File: config.mk
export PLATFORM = sky130hd
export DESIGN_NAME = dda_line_rasterizer_core
export DESIGN_NICKNAME = d
export VERILOG_FILES = /design/src/rtl/dda_pkg.sv /design/src/rtl/dda_datapath.sv /design/src/rtl/dda_ctrl.sv /design/src/rtl/dda_line_rasterizer_core.sv
export SDC_FILE = /design/constraint.sdc
export NUM_CORES = 1
export LEC_CHECK = 0
export BUFFER_PORTS_ARGS = -buffer_cell sky130_fd_sc_hd__buf_2
export CAP_MARGIN = 40
export CORE_MARGIN = 2
export CORE_UTILIZATION = 40
export DETAILED_ROUTE_END_ITERATION = 10
export GPL_TIMING_DRIVEN = 0
export PLACE_DENSITY_LB_ADDON = 0.12
export RECOVER_POWER = 25
export SLEW_MARGIN = 20
export SYNTH_ARGS = -nofsm -noshare
export SYNTH_HDL_FRONTEND = slang
export SYNTH_SLANG_ARGS = --single-unit
File: constraint.sdc
create_clock -name i_clk -period 12.35 [get_ports i_clk]
set_clock_uncertainty 0.1 [all_clocks]
set_input_delay 1.8525 -clock i_clk [delete_from_list [all_inputs] [get_ports i_clk]]
set_output_delay 1.8525 -clock i_clk [all_outputs]
set_load 0.05 [all_outputs]
File: src/rtl/dda_pkg.sv
`timescale 1ns / 1ps
// ----------------------------------------------------------------------------
// dda_pkg: shared types and constants
// Coordinate width, input/output words, controller states and the
// command/status groups between controller and datapath.
// ----------------------------------------------------------------------------
package dda_pkg;

    localparam int CoordBits = 6;

    typedef logic [CoordBits-1:0] t_coord;

    typedef struct packed {
        t_coord start_x;
        t_coord start_y;
        t_coord end_x;
        t_coord end_y;
    } t_seg;

    typedef struct packed {
        t_coord pixel_x;
        t_coord pixel_y;
        logic   last_point;
    } t_point;

    typedef enum logic {
        ST_IDLE,
        ST_RUN
    } t_state;

    typedef struct packed {
        logic load;
        logic step;
    } t_cmd;

    typedef struct packed {
        logic zero_len;  // segment on input has equal endpoints
        logic last;      // current point is the final one
    } t_status;

endpackage

File: src/rtl/dda_datapath.sv
`timescale 1ns / 1ps
// ----------------------------------------------------------------------------
// dda_datapath: span setup and per-axis remainder walk
// Loads a segment, then advances both axes one point per step using an
// integer remainder against the major span instead of a division.
// ----------------------------------------------------------------------------
module dda_datapath
    import dda_pkg::*;
(
    input  logic    i_clk,
    input  t_seg    i_seg,
    input  t_cmd    i_cmd,
    output t_status o_status,
    output t_point  o_point
);

    localparam int SumBits = CoordBits + 1;

    t_coord r_pos_x, r_pos_y, n_pos_x, n_pos_y;
    t_coord r_rem_x, r_rem_y, n_rem_x, n_rem_y;
    t_coord r_ax, r_ay, r_span, r_cnt;
    logic   r_neg_x, r_neg_y;

    // setup from the input word
    logic   neg_x, neg_y;
    t_coord ax, ay, span;

    logic [SumBits-1:0] sum_x, sum_y;

    always_comb begin
        neg_x = i_seg.end_x < i_seg.start_x;
        neg_y = i_seg.end_y < i_seg.start_y;
        ax    = neg_x ? t_coord'(i_seg.start_x - i_seg.end_x)
                      : t_coord'(i_seg.end_x - i_seg.start_x);
        ay    = neg_y ? t_coord'(i_seg.start_y - i_seg.end_y)
                      : t_coord'(i_seg.end_y - i_seg.start_y);
        span  = (ax > ay) ? ax : ay;
    end

    // remainder update: |d| <= span, so one compare and subtract suffices
    always_comb begin
        sum_x   = {1'b0, r_rem_x} + {1'b0, r_ax};
        sum_y   = {1'b0, r_rem_y} + {1'b0, r_ay};
        n_rem_x = sum_x[CoordBits-1:0];
        n_rem_y = sum_y[CoordBits-1:0];
        n_pos_x = r_pos_x;
        n_pos_y = r_pos_y;
        if (sum_x >= {1'b0, r_span}) begin
            n_rem_x = t_coord'(sum_x - {1'b0, r_span});
            n_pos_x = r_neg_x ? t_coord'(r_pos_x - 1'b1) : t_coord'(r_pos_x + 1'b1);
        end
        if (sum_y >= {1'b0, r_span}) begin
            n_rem_y = t_coord'(sum_y - {1'b0, r_span});
            n_pos_y = r_neg_y ? t_coord'(r_pos_y - 1'b1) : t_coord'(r_pos_y + 1'b1);
        end
    end

    always_ff @(posedge i_clk) begin
        if (i_cmd.load) begin
            r_pos_x <= i_seg.start_x;
            r_pos_y <= i_seg.start_y;
            r_rem_x <= '0;
            r_rem_y <= '0;
            r_ax    <= ax;
            r_ay    <= ay;
            r_span  <= span;
            r_neg_x <= neg_x;
            r_neg_y <= neg_y;
            r_cnt   <= '0;
        end else if (i_cmd.step) begin
            r_pos_x <= n_pos_x;
            r_pos_y <= n_pos_y;
            r_rem_x <= n_rem_x;
            r_rem_y <= n_rem_y;
            r_cnt   <= t_coord'(r_cnt + 1'b1);
        end
    end

    // negative direction: floor of a non-integer quotient is one further out
    always_comb begin
        o_status.last      = (r_cnt == t_coord'(r_span - 1'b1));
        o_status.zero_len  = (span == '0);
        o_point.pixel_x    = (r_neg_x && (r_rem_x != '0)) ? t_coord'(r_pos_x - 1'b1) : r_pos_x;
        o_point.pixel_y    = (r_neg_y && (r_rem_y != '0)) ? t_coord'(r_pos_y - 1'b1) : r_pos_y;
        o_point.last_point = (r_cnt == t_coord'(r_span - 1'b1));
    end

endmodule

File: src/rtl/dda_ctrl.sv
`timescale 1ns / 1ps
// ----------------------------------------------------------------------------
// dda_ctrl: segment sequencer
// Accepts a segment when idle and steps the datapath once per point.
// ----------------------------------------------------------------------------
module dda_ctrl
    import dda_pkg::*;
(
    input  logic    i_clk,
    input  logic    i_rst_n,
    input  logic    i_start,
    input  t_status i_status,
    output t_cmd    o_cmd,
    output logic    o_busy,
    output logic    o_point_valid
);

    t_state r_state, n_state;

    always_ff @(posedge i_clk) begin
        if (!i_rst_n) begin
            r_state <= ST_IDLE;
        end else begin
            r_state <= n_state;
        end
    end

    always_comb begin
        n_state       = r_state;
        o_cmd         = '0;
        o_busy        = 1'b0;
        o_point_valid = 1'b0;
        case (r_state)
            ST_IDLE: begin
                o_cmd.load = i_start;
                // zero-length segment produces nothing, stay idle
                if (i_start && !i_status.zero_len) begin
                    n_state = ST_RUN;
                end
            end
            ST_RUN: begin
                o_busy        = 1'b1;
                o_point_valid = 1'b1;
                o_cmd.step    = 1'b1;
                if (i_status.last) begin
                    n_state = ST_IDLE;
                end
            end
            default: begin
                n_state = ST_IDLE;
            end
        endcase
    end

endmodule

File: src/rtl/dda_line_rasterizer_core.sv
`timescale 1ns / 1ps
// The first point is on o_point in the cycle after the segment is accepted.
// Points come out one per cycle while busy; a segment of s steps gives s points,
// and a new segment is accepted only once busy has dropped again.
// Equal endpoints: no points, busy stays low.
// Reset (synchronous, active low) returns the sequencer to idle.
// ----------------------------------------------------------------------------
// dda_line_rasterizer_core: DDA line rasterizer top level
// Walks a segment inside a square tile and strobes out each pixel point,
// excluding the end point, with the final one marked.
// ----------------------------------------------------------------------------
module dda_line_rasterizer_core
    import dda_pkg::*;
(
    input  logic   i_clk,
    input  logic   i_rst_n,
    input  logic   start,
    input  t_seg   i_seg,
    output logic   busy,
    output logic   o_point_valid,
    output t_point o_point
);

    t_cmd    cmd;
    t_status status;

    dda_ctrl u_ctrl (
        .i_clk         (i_clk),
        .i_rst_n       (i_rst_n),
        .i_start       (start),
        .i_status      (status),
        .o_cmd         (cmd),
        .o_busy        (busy),
        .o_point_valid (o_point_valid)
    );

    dda_datapath u_datapath (
        .i_clk    (i_clk),
        .i_seg    (i_seg),
        .i_cmd    (cmd),
        .o_status (status),
        .o_point  (o_point)
    );

endmodule

* Word-level counts from Yosys, hierarchy flattened
Cells that the tools add are included.
Widths: inputs -> output; s select.
** Word-level totals
- Input bits :: 27
- Word-level logic and storage cells :: 64
- Bits in registers :: 51
** Operators by class
- Reductions and logical operators :: 12
- Eq/ne operators :: 1
- Bitwise operators :: 1
- Mux-type cells :: 20
- Order comparisons :: 5
- Add/sub/neg operators :: 14
** Operators by type and width (number)
- $mux 6 :: 15
- $sub 6x6->6 :: 6
- $add 6x1->6 const B :: 3
- $sub 6x1->6 const B :: 3
- $add 6x6->7 :: 2
- $ge 7x6->1 :: 2
- $lt 6x6->1 :: 2
- $reduce_bool 6->1 :: 2
- $eq 6x6->1 :: 1
- $gt 6x6->1 :: 1
- $logic_not 6->1 :: 1
- $reduce_bool 2->1 :: 3
- $mux 1 :: 4
- $reduce_and 2->1 :: 2
- $logic_and 1x1->1 :: 3
- $pmux 1 s2 :: 1
- $logic_not 1->1 :: 1
- $not 1->1 :: 1

* Logic depth before layout (Yosys ltp)
Gate-level depths: netlist of run 1.
- Depth in word-level cells :: 9
- Gate-level depth with buffers :: 19
- Depth with buffers taken out :: 18

* By module
From an unflattened synthesis of run 1, not the netlist that was laid out.
** Unflattened totals
- Cells, all modules :: 508
- Area total of the unflattened synthesis :: 4648.2 µm²
** Modules (own cells, without submodules)
- dda_datapath :: times used 1, sequential area each 1321.3 µm², cells each 501, area an instance 4584.4 µm²
- dda_ctrl :: times used 1, sequential area each 20.0 µm², cells each 7, area an instance 63.8 µm²

* Least setup slack after synthesis of run 1
OpenSTA, ideal clock, no wires.
- Path kind :: input-to-reg
- Start point :: input i_seg[0] (netlist name)
- End point :: register u_ctrl.r_state
- Buffers on the path :: 1
- Library setup time :: 142 ps
- Cell stages on the path :: 17
- Setup slack :: 6960 ps
- Data arrival time :: 5148 ps
- Cells stage by stage :: inv_1 > ha_1 > inv_1 > fa_1 > a211oi_2 > o21bai_2 > a21oi_4 > mux2i_1 > xor2_1 > ha_1 > and4_1 > o21a_1 > o31a_1 > clkbuf_8 > mux2i_1 > a2111oi_0 > a41oi_1
** Between the ends
- Cells in the longest elaborated chain, start to end :: 9
- Elaborated cells between the ends (all ways) :: 11
- Classes of those cells :: 2 x add/sub; 2 x order compare; 4 x mux; 3 x reduce/logical
** Ends and longest elaborated chain
- start: declaration :: RTL line dda_line_rasterizer_core.sv:18 : input t_seg i_seg,
- $lt 6x6->1 * :: RTL line dda_datapath.sv:32 : neg_y = i_seg.end_y < i_seg.start_y;
- named net u_datapath.neg_y :: RTL line dda_datapath.sv:25 : logic neg_x, neg_y;
- $mux 6 * :: RTL line dda_datapath.sv:35 : ay = neg_y ? t_coord'(i_seg.start_y - i_seg.end_y)
- $gt 6x6->1 :: RTL line dda_datapath.sv:37 : span = (ax > ay) ? ax : ay;
- $mux 6 * :: RTL line dda_datapath.sv:37
- named net u_datapath.span[1] :: RTL line dda_datapath.sv:26 : t_coord ax, ay, span;
- $logic_not 6->1 * :: RTL line dda_datapath.sv:82 : o_status.zero_len = (span == '0);
- $logic_not 1->1 * :: RTL line dda_ctrl.sv:37 : if (i_start && !i_status.zero_len) begin
- $logic_and 1x1->1 * :: RTL line dda_ctrl.sv:37
- $mux 1 * :: RTL line dda_ctrl.sv:37
- $pmux 1 s2 * :: RTL line dda_ctrl.sv:33 : case (r_state)
- end signal: assignment :: RTL line dda_ctrl.sv:24 : r_state <= n_state;
- end: declaration :: RTL line dda_ctrl.sv:18 : t_state r_state, n_state;
The timed path passes the listed nets; every way through them passes the cells marked *.
A chain may end at the register's enable or synchronous reset.

* Worst setup path in the final report of run 1
Ends and elaborated chain as after synthesis.

==> run_results.csv, run 1 <==
group,metric,value,unit
route,wl_per_cell,15.5,um
yosys,ys_async_sr_fraction,0,
placed_design,port_buffers,40,
finish,drive_above_1_share,0.101,
clock_network,cts_buffer_depth,2,
clock_network,ctsResizeCount,0,
timing,final_max_slew_viol_count,0,
die,io_pins,42,
route,dr.max_layer_used,"met4",
clock_network,htree_levels,2,
die,rows,38,
die,initial_core_util,0.414,
min_path,hold_path_class,"flop to flop",
pwr,p_int,0.000627,W
setup_path,critical_path_class,"primary input to flop",
finish,finish.utilization,0.465,
placed_design,post_dp_cell_area,4950,um^2
pwr,power.leakage,2.30,nW
die,chipHeight,111,um
clock_network,numCtsBuffers,5,
route,wirelength,10.7,mm
timing,post-route-period-util,0.471,
pwr,switching_share,0.482,
pwr,p_seq_frac,0.239,
die,fp.coreArea,11000,um^2
yosys,ys.flop_type,"edfxtp_1",
setup_path,slowest_delay,0.51,ns
route,first_pass_iters,4,
grt,track_usage,0.179,
clock_network,cts_root_buf,"clkbuf_16",
yosys,ys_ff_latch,51,
yosys,synth_nets,592,
route,wl_met2,5.02,mm
finish,design_area,5100,um^2
pwr,power.share.combinational,0.632,
setup_path,crit_family,"compound AO/OA/AOI/OAI gates",
yosys,seq_area_frac_synth,0.295,
yosys,yosysUniqueCellTypes,60,
route,ant_nets,0,
grt,grt_pass1_vias,3625,
setup_path,cp_num_buf_inv,4,
pwr,power_frac_clock,0.129,
timing,rsz0062_at_grt,"false",
yosys,yosysWarnings,0,
pwr,irDropWorstVdd,90.6,uV
grt,grt_max_degree,20,
finish,antenna_cells,0,
route,vias_per_cell,5.36,
grt,antenna_found_initial,0,
die,fp.dieArea,12200,um^2
clock_network,cts_setup_buffers,0,
yosys,synth_edf_count,32,
yosys,postSynthCellCount,499,
timing,tightest_slew,0.795,ns
route,drt_iter0_drc,214,
setup_path,slowest_stage,"a211oi_1",
grt,grt_overflow,0,
setup_path,worstPathCellList,"buf_2 -> inv_1 -> ha_1 -> inv_1 -> fa_1 -> a211oi_1 -> o21bai_2 -> a21oi_4 -> mux2i_1 -> xor2_1 -> ha_1 -> and4_1 -> o21a_1 -> o31a_1 -> clkbuf_8 -> mux2i_1 -> a2111oi_0 -> a41oi_1",
route,drcViolationCount,0,
timing,tns,0,ns
timing,post-route-min-period,5.82,ns
pwr,power.density,237,nW/um^2
placed_design,place_congestion,0.875,
route,met3_length,369,um
clock_network,hold_buffers,0,
die,die_width,111,um
outcome,outcome,"finished clean",
timing,setup_viol,0,
grt,grt_first_pass_wirelength,18.0,mm
clock_network,cts_sinks,51,
run,drv_cap,0,
finish,final_net_count,640,
yosys,synth_area,4550,um^2
clock_network,cts_tree,"built",
route,vias,3682,
setup_path,cp.required,12.40,ns
timing,fmax,0.172,GHz
placed_design,dp_hpwl,8.56,mm
finish,area_growth,12.2,%
pwr,switchingPower,0.000584,W
timing,slew-limit-headroom,0.466,
route,met1_length,5.15,mm
setup_path,start_kind,"primary input",
pwr,p_total,0.00121,W
yosys,synth.avg_cell_area,9.11,um^2
timing,hold_viol_final,0,
clock_network,clock_latency,0.29,ns
setup_path,critPathMaxFanout,7,
setup_path,end_kind,"flop",
setup_path,cp.arrival,5.87,ns
clock_network,clk_pin_slew,0.07,ns
==> stage by stage <==
step | hold WS [ns] | instances | setup slack [ns]
floorplan | 0.346 | 499 | 6.96
global placement | 0.401 | 679 | 6.38
detailed placement | 0.395 | 680 | 6.37
CTS | 0.411 | 687 | 6.67
global route | 0.433 | 687 | 6.17
finish | 0.415 | 687 | 6.53
==> kinds of logic (layout without fill, tap and decap cells) <==
| family | count (synthesis) | in the layout | synth area share |
|---|---|---|---|
| AO/OA/AOI/OAI | 127 | 127 | 0.192 |
| XOR/XNOR | 49 | 49 | 0.0944 |
| adder cells (fa/ha/maj) | 66 | 66 | 0.195 |
| buffers and inverters | 77 | 125 | 0.0688 |
| flip-flops | 51 | 51 | 0.295 |
| multiplexers | 13 | 13 | 0.0286 |
| AND/OR/NAND/NOR | 116 | 116 | 0.126 |
==> cell usage after synthesis, types with 3 or more instances <==
| cell | count | area share |
|---|---|---|
| a21oi_1 | 30 | 0.033 |
| o32ai_1 | 4 | 0.0077 |
| clkbuf_1 | 11 | 0.0091 |
| o211ai_1 | 3 | 0.0050 |
| edfxtp_1 | 32 | 0.21 |
| xnor2_1 | 22 | 0.042 |
| fa_1 | 8 | 0.035 |
| ha_1 | 58 | 0.16 |
| a31oi_1 | 5 | 0.0069 |
| nor4_1 | 3 | 0.0041 |
| a311o_1 | 4 | 0.0088 |
| nand2_1 | 41 | 0.034 |
| xor2_1 | 27 | 0.052 |
| mux2i_1 | 13 | 0.029 |
| nor3_1 | 15 | 0.017 |
| inv_1 | 62 | 0.051 |
| nor2_1 | 18 | 0.015 |
| o21bai_1 | 8 | 0.013 |
| a21boi_0 | 3 | 0.0050 |
| dfxtp_1 | 19 | 0.084 |
| o311ai_0 | 4 | 0.0077 |
| nand4_1 | 6 | 0.0083 |
| a21o_1 | 7 | 0.012 |
| nand3_1 | 7 | 0.0077 |
| o21ai_0 | 25 | 0.028 |
| and3_1 | 5 | 0.0069 |
| nor2b_1 | 4 | 0.0055 |
| o21a_1 | 7 | 0.012 |
| a211oi_1 | 4 | 0.0066 |
==> worst paths after layout <==
kind / startpoint / endpoint / slack [ns] / cells past startpoint
worst max register to register: u_datapath.r_ay[1] / u_datapath.r_pos_y[2] / 8.74 / 11
worst min register to register: u_datapath.r_rem_y[5] / u_datapath.r_rem_y[5] / 0.42 / 2
worst min-delay path: u_datapath.r_rem_y[5] / u_datapath.r_rem_y[5] / 0.42 / 2
worst max-delay path: i_seg[0] / u_ctrl.r_state / 6.53 / 18
==> metal layers <==
layer  GRT usage  up-vias
met5           0        -
met4      0.0392        0
met3      0.0203        8
met2       0.297       67
met1       0.250     1726
li1            -     1881
==> layout make-up <==
type	instances	area, um^2
buffer	14	76.3
inverter	63	236
multi-input combinational	371	2890
clock inverter	2	37.5
tap	140	175
fill	1067	5880
timing repair buffer	41	225
clock buffer	5	125
sequential	51	1340
==> worst reg2reg max path, stage by stage (launching register included) <==
cell	delay [ns]
edfxtp_1	0.43
ha_1	0.31
a21o_1	0.16
a21oi_1	0.24
o21bai_1	0.09
a21oi_1	0.18
xnor2_1	0.12
ha_1	0.36
nand4_1	0.12
o21ai_0	0.42
nor2_1	0.16
o21bai_1	0.54
==> state kept, by name (all words and copies together), names as in the netlist <==
| register | count |
|---|---|
| u_datapath.r_ax | 6 |
| u_datapath.r_ay | 6 |
| u_datapath.r_rem_x | 6 |
| u_datapath.r_cnt | 6 |
| u_datapath.r_span | 6 |
| u_datapath.r_neg_x | 1 |
| u_datapath.r_rem_y | 6 |
| u_datapath.r_pos_x | 6 |
| u_datapath.r_neg_y | 1 |
| u_datapath.r_pos_y | 6 |
| u_ctrl.r_state | 1 |
==> cells in the final DEF, fill, tap and decap left out, types with 4 or more instances in the layout <==
| cell | Yosys | layout |
|---|---|---|
| inv_1 | 62 | 62 |
| ha_1 | 58 | 58 |
| nand2_1 | 41 | 42 |
| buf_2 | 0 | 38 |
| edfxtp_1 | 32 | 32 |
| a21oi_1 | 30 | 30 |
| xor2_1 | 27 | 27 |
| o21ai_0 | 25 | 25 |
| xnor2_1 | 22 | 22 |
| dfxtp_1 | 19 | 19 |
| nor2_1 | 18 | 18 |
| nor3_1 | 15 | 15 |
| mux2i_1 | 13 | 13 |
| clkbuf_1 | 11 | 13 |
| o21bai_1 | 8 | 8 |
| fa_1 | 8 | 8 |
| a21o_1 | 7 | 7 |
| nand3_1 | 7 | 7 |
| o21a_1 | 7 | 7 |
| nand4_1 | 6 | 6 |
| a211oi_1 | 4 | 5 |
| a31oi_1 | 5 | 5 |
| and3_1 | 5 | 5 |
| clkbuf_16 | 0 | 5 |
| o311ai_0 | 4 | 4 |
| nor2b_1 | 4 | 4 |
| a311o_1 | 4 | 4 |
| o32ai_1 | 4 | 4 |
==> power by group through the flow <==
stage	Sequential [W]	Clock [W]	Combinational, W
6_report	0.000289	0.000157	0.000765
3_3_place_gp	0.000292	0	0.000743
4_1_cts	0.000288	0.000159	0.000765
5_1_grt	0.000295	0.000166	0.000853
2_1_floorplan	0.000278	0	0.000601
3_5_place_dp	0.000292	0	0.000757
(Power assumes the default switching activity.)
==> run 2: changes to the inputs <==
ABC_AREA = 1   (was unset)
clock period = 5.1 ns   (was 12.35 ns; I/O delays follow)
==> run 2 against run 1 <==
Against the previous run:
- the flow now finishes with violations (max-capacitance violations, max-slew violations)
- combinational power grew to 2.7 times the previous value
- flip-flop and latch count stayed put
- global-route usage is 0.32 points higher
- highest routed layer unchanged
- setup slack worse by 5.1 ns
- non-clock buffer count is 4 higher
- power grew to 2.6 times the previous value
- hold slack worse by 0.023 ns
- largest cell class unchanged
- critical path type unchanged
- final area is 9.6% higher
- wire length is 7.4% higher
- sequential share of layout area is 2.3 points lower
==> run_results.csv, run 2 <==
group,metric,value,unit
yosys,ys_ff_latch,51,
yosys,synth_top_area_cell,"edfxtp_1",
route,vias,4269,
finish,area_growth,12.1,%
grt,grt_pass1_vias,4174,
finish,drive_above_1_share,0.123,
yosys,synthTopCellsByCount,"nand2_1, inv_1, ha_1",
yosys,synth_nets,759,
clock_network,ctsResizeCount,0,
timing,slew-limit-headroom,-0.0606,
clock_network,clock_latency,0.29,ns
die,chipHeight,116,um
die,fp.dieArea,13400,um^2
setup_path,start_kind,"primary input",
setup_path,cp.required,5.19,ns
timing,rsz0062_at_grt,"false",
setup_path,critPathMaxFanout,7,
yosys,yosysWarnings,0,
setup_path,critical_path_class,"primary input to flop",
grt,grt_first_pass_wirelength,19.5,mm
yosys,synth_area_leaders,"edfxtp_1, ha_1, nand2_1",
route,drcViolationCount,0,
grt,track_usage,0.182,
setup_path,crit_start,"i_seg[6]",
timing,tns,0,ns
setup_path,crit_top_cell,"nand2_1",
placed_design,place_congestion,0.868,
timing,fmax,0.275,GHz
clock_network,hold_buffers,0,
clock_network,cts_sinks,51,
timing,hold_viol_final,0,
outcome,outcome,"finished, violations left",
pwr,power.leakage,2.85,nW
setup_path,slowest_delay,0.43,ns
min_path,min-delay-start,"u_datapath.r_rem_y[0]",
die,fp.coreArea,12100,um^2
route,vias_per_cell,4.82,
yosys,yosysUniqueCellTypes,40,
placed_design,port_buffers,41,
die,io_pins,42,
yosys,seq_area_frac_synth,0.269,
min_path,hold_path_class,"flop to flop",
setup_path,end_kind,"flop",
die,die_width,116,um
clock_network,clk_pin_slew,0.07,ns
pwr,power.density,560,nW/um^2
yosys,postSynthCellCount,666,
setup_path,r2r-start,"u_datapath.r_ax[0]",
yosys,synth.top_cell.area_share,0.193,
route,ant_nets,0,
clock_network,cts_buffer_depth,2,
yosys,ys.flop_type,"edfxtp_1",
timing,timing.final.ws_setup,1.46,ns
die,initial_core_util,0.412,
clock_network,cts_tree,"built",
outcome,violations,"max-capacitance violations, max-slew violations",
grt,grt_overflow,0,
clock_network,cts_setup_buffers,0,
timing,final_max_slew_viol_count,30,
pwr,irDropWorstVdd,196,uV
run,drv_cap,1,
timing,post-route-period-util,0.713,
clock_network,numCtsBuffers,5,
die,rows,40,
grt,grt_max_degree,30,
timing,post-route-min-period,3.64,ns
finish,antenna_cells,0,
yosys,synth_edf_count,32,
clock_network,htree_levels,2,
setup_path,crit_family,"simple AND/OR/NAND/NOR gates",
timing,setup_viol,0,
yosys,ys_async_sr_fraction,0,
setup_path,cp_num_buf_inv,6,
placed_design,dp_slack,1.17,ns
finish,final_net_count,809,
finish,final_common_cell,"nand2_1",
route,wirelength,11.4,mm
route,wl_per_cell,12.9,um
placed_design,dp_hpwl,9.48,mm
grt,antenna_found_initial,0,
yosys,synth_area,4990,um^2
setup_path,slowest_stage,"fa_1",
clock_network,cts_root_buf,"clkbuf_16",
timing,tightest_slew,1.59,ns
route,drt_iter0_drc,213,
setup_path,cp.arrival,3.72,ns
yosys,synth.most_common_cell,"nand2_1",
yosys,synth.avg_cell_area,7.49,um^2
finish,final_cell_mix,"nand2_1, inv_1, ha_1",
route,first_pass_iters,4,
[run 2: kinds of logic (layout without fill, tap and decap cells)]
kind of cell	Yosys count	in the layout	share of synthesized area
buf+inv	133	184	0.111
compound gates	102	102	0.115
flops	51	51	0.269
xor+xnor	51	51	0.0895
simple gates	263	263	0.239
fa+ha+maj	66	66	0.178
[run 2: cell type report]
type                       count  area (um^2)
fill                        1281         6520
multi-input combinational    482         3090
sequential                    51         1340
inverter                     117          439
timing repair buffer          43          210
tap                          168          210
clock buffer                   5          125
buffer                        16          109
clock inverter                 3         67.6
[run 2: routing by layer]
layer / global-route usage / routed length, um / up-vias
li1: - / - / 2269
met3: 0.0204 / 345 / 9
met5: 0 / 0 / -
met4: 0.0460 / 151 / 0
met2: 0.320 / 5500 / 60
met1: 0.238 / 5450 / 1931
[run 2: report_power, final]
group          switching, W  internal (W)  total [W]
logic               0.00132      0.000713    0.00203
clock network      0.000153      0.000281   0.000434
registers         0.0000867      0.000581   0.000667
[run 2: per-stage QoR]
stage	std cells	utilization	cell area (um^2)	total power, W	hold slack [ns]
2_1_floorplan	666	-	4990	0.00226	0.362
3_3_place_gp	875	0.446	5400	0.00265	0.378
3_5_place_dp	877	0.447	5420	0.00270	0.381
4_1_cts	885	0.463	5610	0.00314	0.393
5_1_grt	885	0.462	5590	0.00343	0.428
6_report	885	0.462	5590	0.00313	0.393
[run 2: worst min-delay path, stage by stage, from the launching register on]
cell and delay, ns:
dfxtp_1 0.33, nand2_1 0.06, a21oi_1 0.06
[run 2: path summary, 6_finish.rpt]
check	depth (start not counted)	end	slack, ns
worst min-delay path	2	u_datapath.r_rem_y[0]	0.39
worst min register to register	2	u_datapath.r_rem_y[0]	0.39
worst max-delay path	25	u_ctrl.r_state	1.46
worst max register to register	15	u_datapath.r_pos_x[3]	1.69
==> run 3: changes to the inputs <==
clock period = 3.5 ns   (was 5.1 ns; I/O delays follow)
==> run 3 against run 2 <==
Against the previous run:
- the flow now finishes without violations
- hold slack got worse by 0.045 ns
- register-to-register slack got worse by 1.4 ns
- cell count did not move
- global-route usage did not move
- first-iteration DRC count decreased by 4.2%
==> run_results.csv, run 3 (synthesis results as in run 2) <==
group,metric,value,unit
outcome,outcome,"finished clean",
grt,grt_pass1_vias,4174,
grt,grt_first_pass_wirelength,19.5,mm
timing,timing.final.ws_setup,0.280,ns
finish,area_growth,12.5,%
placed_design,dp_hpwl,9.48,mm
min_path,hold_path_class,"primary input to flop",
die,die_width,116,um
route,wl_per_cell,13.0,um
placed_design,place_congestion,0.868,
route,ant_nets,0,
clock_network,ctsResizeCount,0,
route,first_pass_iters,4,
placed_design,port_buffers,41,
finish,final_net_count,809,
run,drv_cap,0,
clock_network,cts_sinks,51,
timing,slew-limit-headroom,0.508,
setup_path,cp.arrival,3.12,ns
setup_path,end_kind,"flop",
setup_path,start_kind,"flop",
timing,post-route-period-util,0.920,
clock_network,cts_root_buf,"clkbuf_16",
clock_network,hold_buffers,0,
clock_network,cts_tree,"built",
clock_network,clock_latency,0.29,ns
finish,final_common_cell,"nand2_1",
pwr,power.leakage,2.85,nW
placed_design,post_dp_cell_area,5420,um^2
pwr,power.density,816,nW/um^2
finish,nFillCells,1283,
finish,antenna_cells,0,
die,chipHeight,116,um
finish,final_cell_mix,"nand2_1, inv_1, ha_1",
timing,setup_viol,0,
die,fp.coreArea,12100,um^2
grt,grt_max_degree,30,
die,initial_core_util,0.412,
timing,whs,0.347,ns
route,wirelength,11.5,mm
timing,final_max_slew_viol_count,0,
clock_network,cts_setup_buffers,0,
clock_network,clk_pin_slew,0.07,ns
grt,grt_overflow,0,
finish,final-seq-area,1340,um^2
finish,design_area,5610,um^2
setup_path,worstPathCellList,"ha_1 -> fa_1 -> a31oi_1 -> xor2_1 -> inv_1 -> ha_1 -> inv_1 -> o21bai_1 -> a21oi_4 -> nand2_1 -> nand2_2 -> nand2_4 -> inv_2 -> o21ai_2 -> buf_2",
route,vias_per_cell,4.84,
clock_network,numCtsBuffers,5,
setup_path,critPathMaxFanout,10,
clock_network,htree_levels,2,
grt,track_usage,0.182,
setup_path,cp.required,3.40,ns
finish,multi_input_area,3100,um^2
timing,hold_viol_final,0,
timing,fmax,0.311,GHz
setup_path,critical_path_class,"flop to flop",
placed_design,dp_slack,-0.187,ns
die,rows,40,
setup_path,slowest_delay,0.43,ns
route,vias,4280,
clock_network,cts_buffer_depth,2,
die,io_pins,42,
grt,antenna_found_initial,0,
timing,tightest_slew,0.738,ns
finish,finish.utilization,0.463,
timing,post-route-min-period,3.22,ns
setup_path,slowest_stage,"fa_1",
finish,drive_above_1_share,0.132,
die,fp.dieArea,13400,um^2
pwr,irDropWorstVdd,289,uV
route,drt_iter0_drc,204,
route,drcViolationCount,0,
## run 3: cell counts in the layout (fill, tap and decap cells not counted)
No cell type changed its count.
## run 3: cell type report
class / count / share of cell area
flip-flops and latches: 51 / 0.239
well taps: 168 / 0.0375
repair buffers: 43 / 0.0375
clock inverters: 3 / 0.0120
inverters: 117 / 0.0783
plain buffers: 16 / 0.0201
clock buffers: 5 / 0.0223
multi-input cells: 482 / 0.553
## run 3: path summary, 6_finish.rpt
check | endpoint | slack (ns) | startpoint | cells past startpoint
max | u_datapath.r_pos_x[3] | 0.28 | u_datapath.r_ax[0] | 15
min | u_ctrl.r_state | 0.35 | i_rst_n | 3
max reg2reg | u_datapath.r_pos_x[3] | 0.28 | u_datapath.r_ax[0] | 15
min reg2reg | u_datapath.r_rem_y[0] | 0.39 | u_datapath.r_rem_y[0] | 2
## run 3: power breakdown
group | internal, W | switching [W] | total (W)
logic | 0.00104 | 0.00193 | 0.00298
registers | 0.000845 | 0.000127 | 0.000972
clock network | 0.000409 | 0.000220 | 0.000629
## run 3: metal layers
layer / global-route usage / vias up / wire, um
li1: - / 2268 / -
met1: 0.238 / 1946 / 5480
met2: 0.320 / 54 / 5480
met3: 0.0204 / 12 / 321
met4: 0.0460 / 0 / 203
met5: 0 / - / 0
## run 3: per-stage QoR
| stage | total power (W) | TNS, ns | cells |
|---|---|---|---|
| floorplan | 0.00330 | 0 | 666 |
| CTS | 0.00458 | 0 | 885 |
| detailed placement | 0.00393 | -0.239 | 877 |
| finish | 0.00458 | 0 | 885 |
| global route | 0.00501 | -0.000596 | 885 |
| global placement | 0.00387 | -1.94 | 875 |
## run 3: critical path: cells and delay by family, from the launching register on
family / cells / cell delay (ns)
compound gates: 4 / 0.65
xor+xnor: 1 / 0.17
buf+inv: 4 / 0.41
fa+ha+maj: 3 / 0.96
simple gates: 3 / 0.26
flops: 1 / 0.37
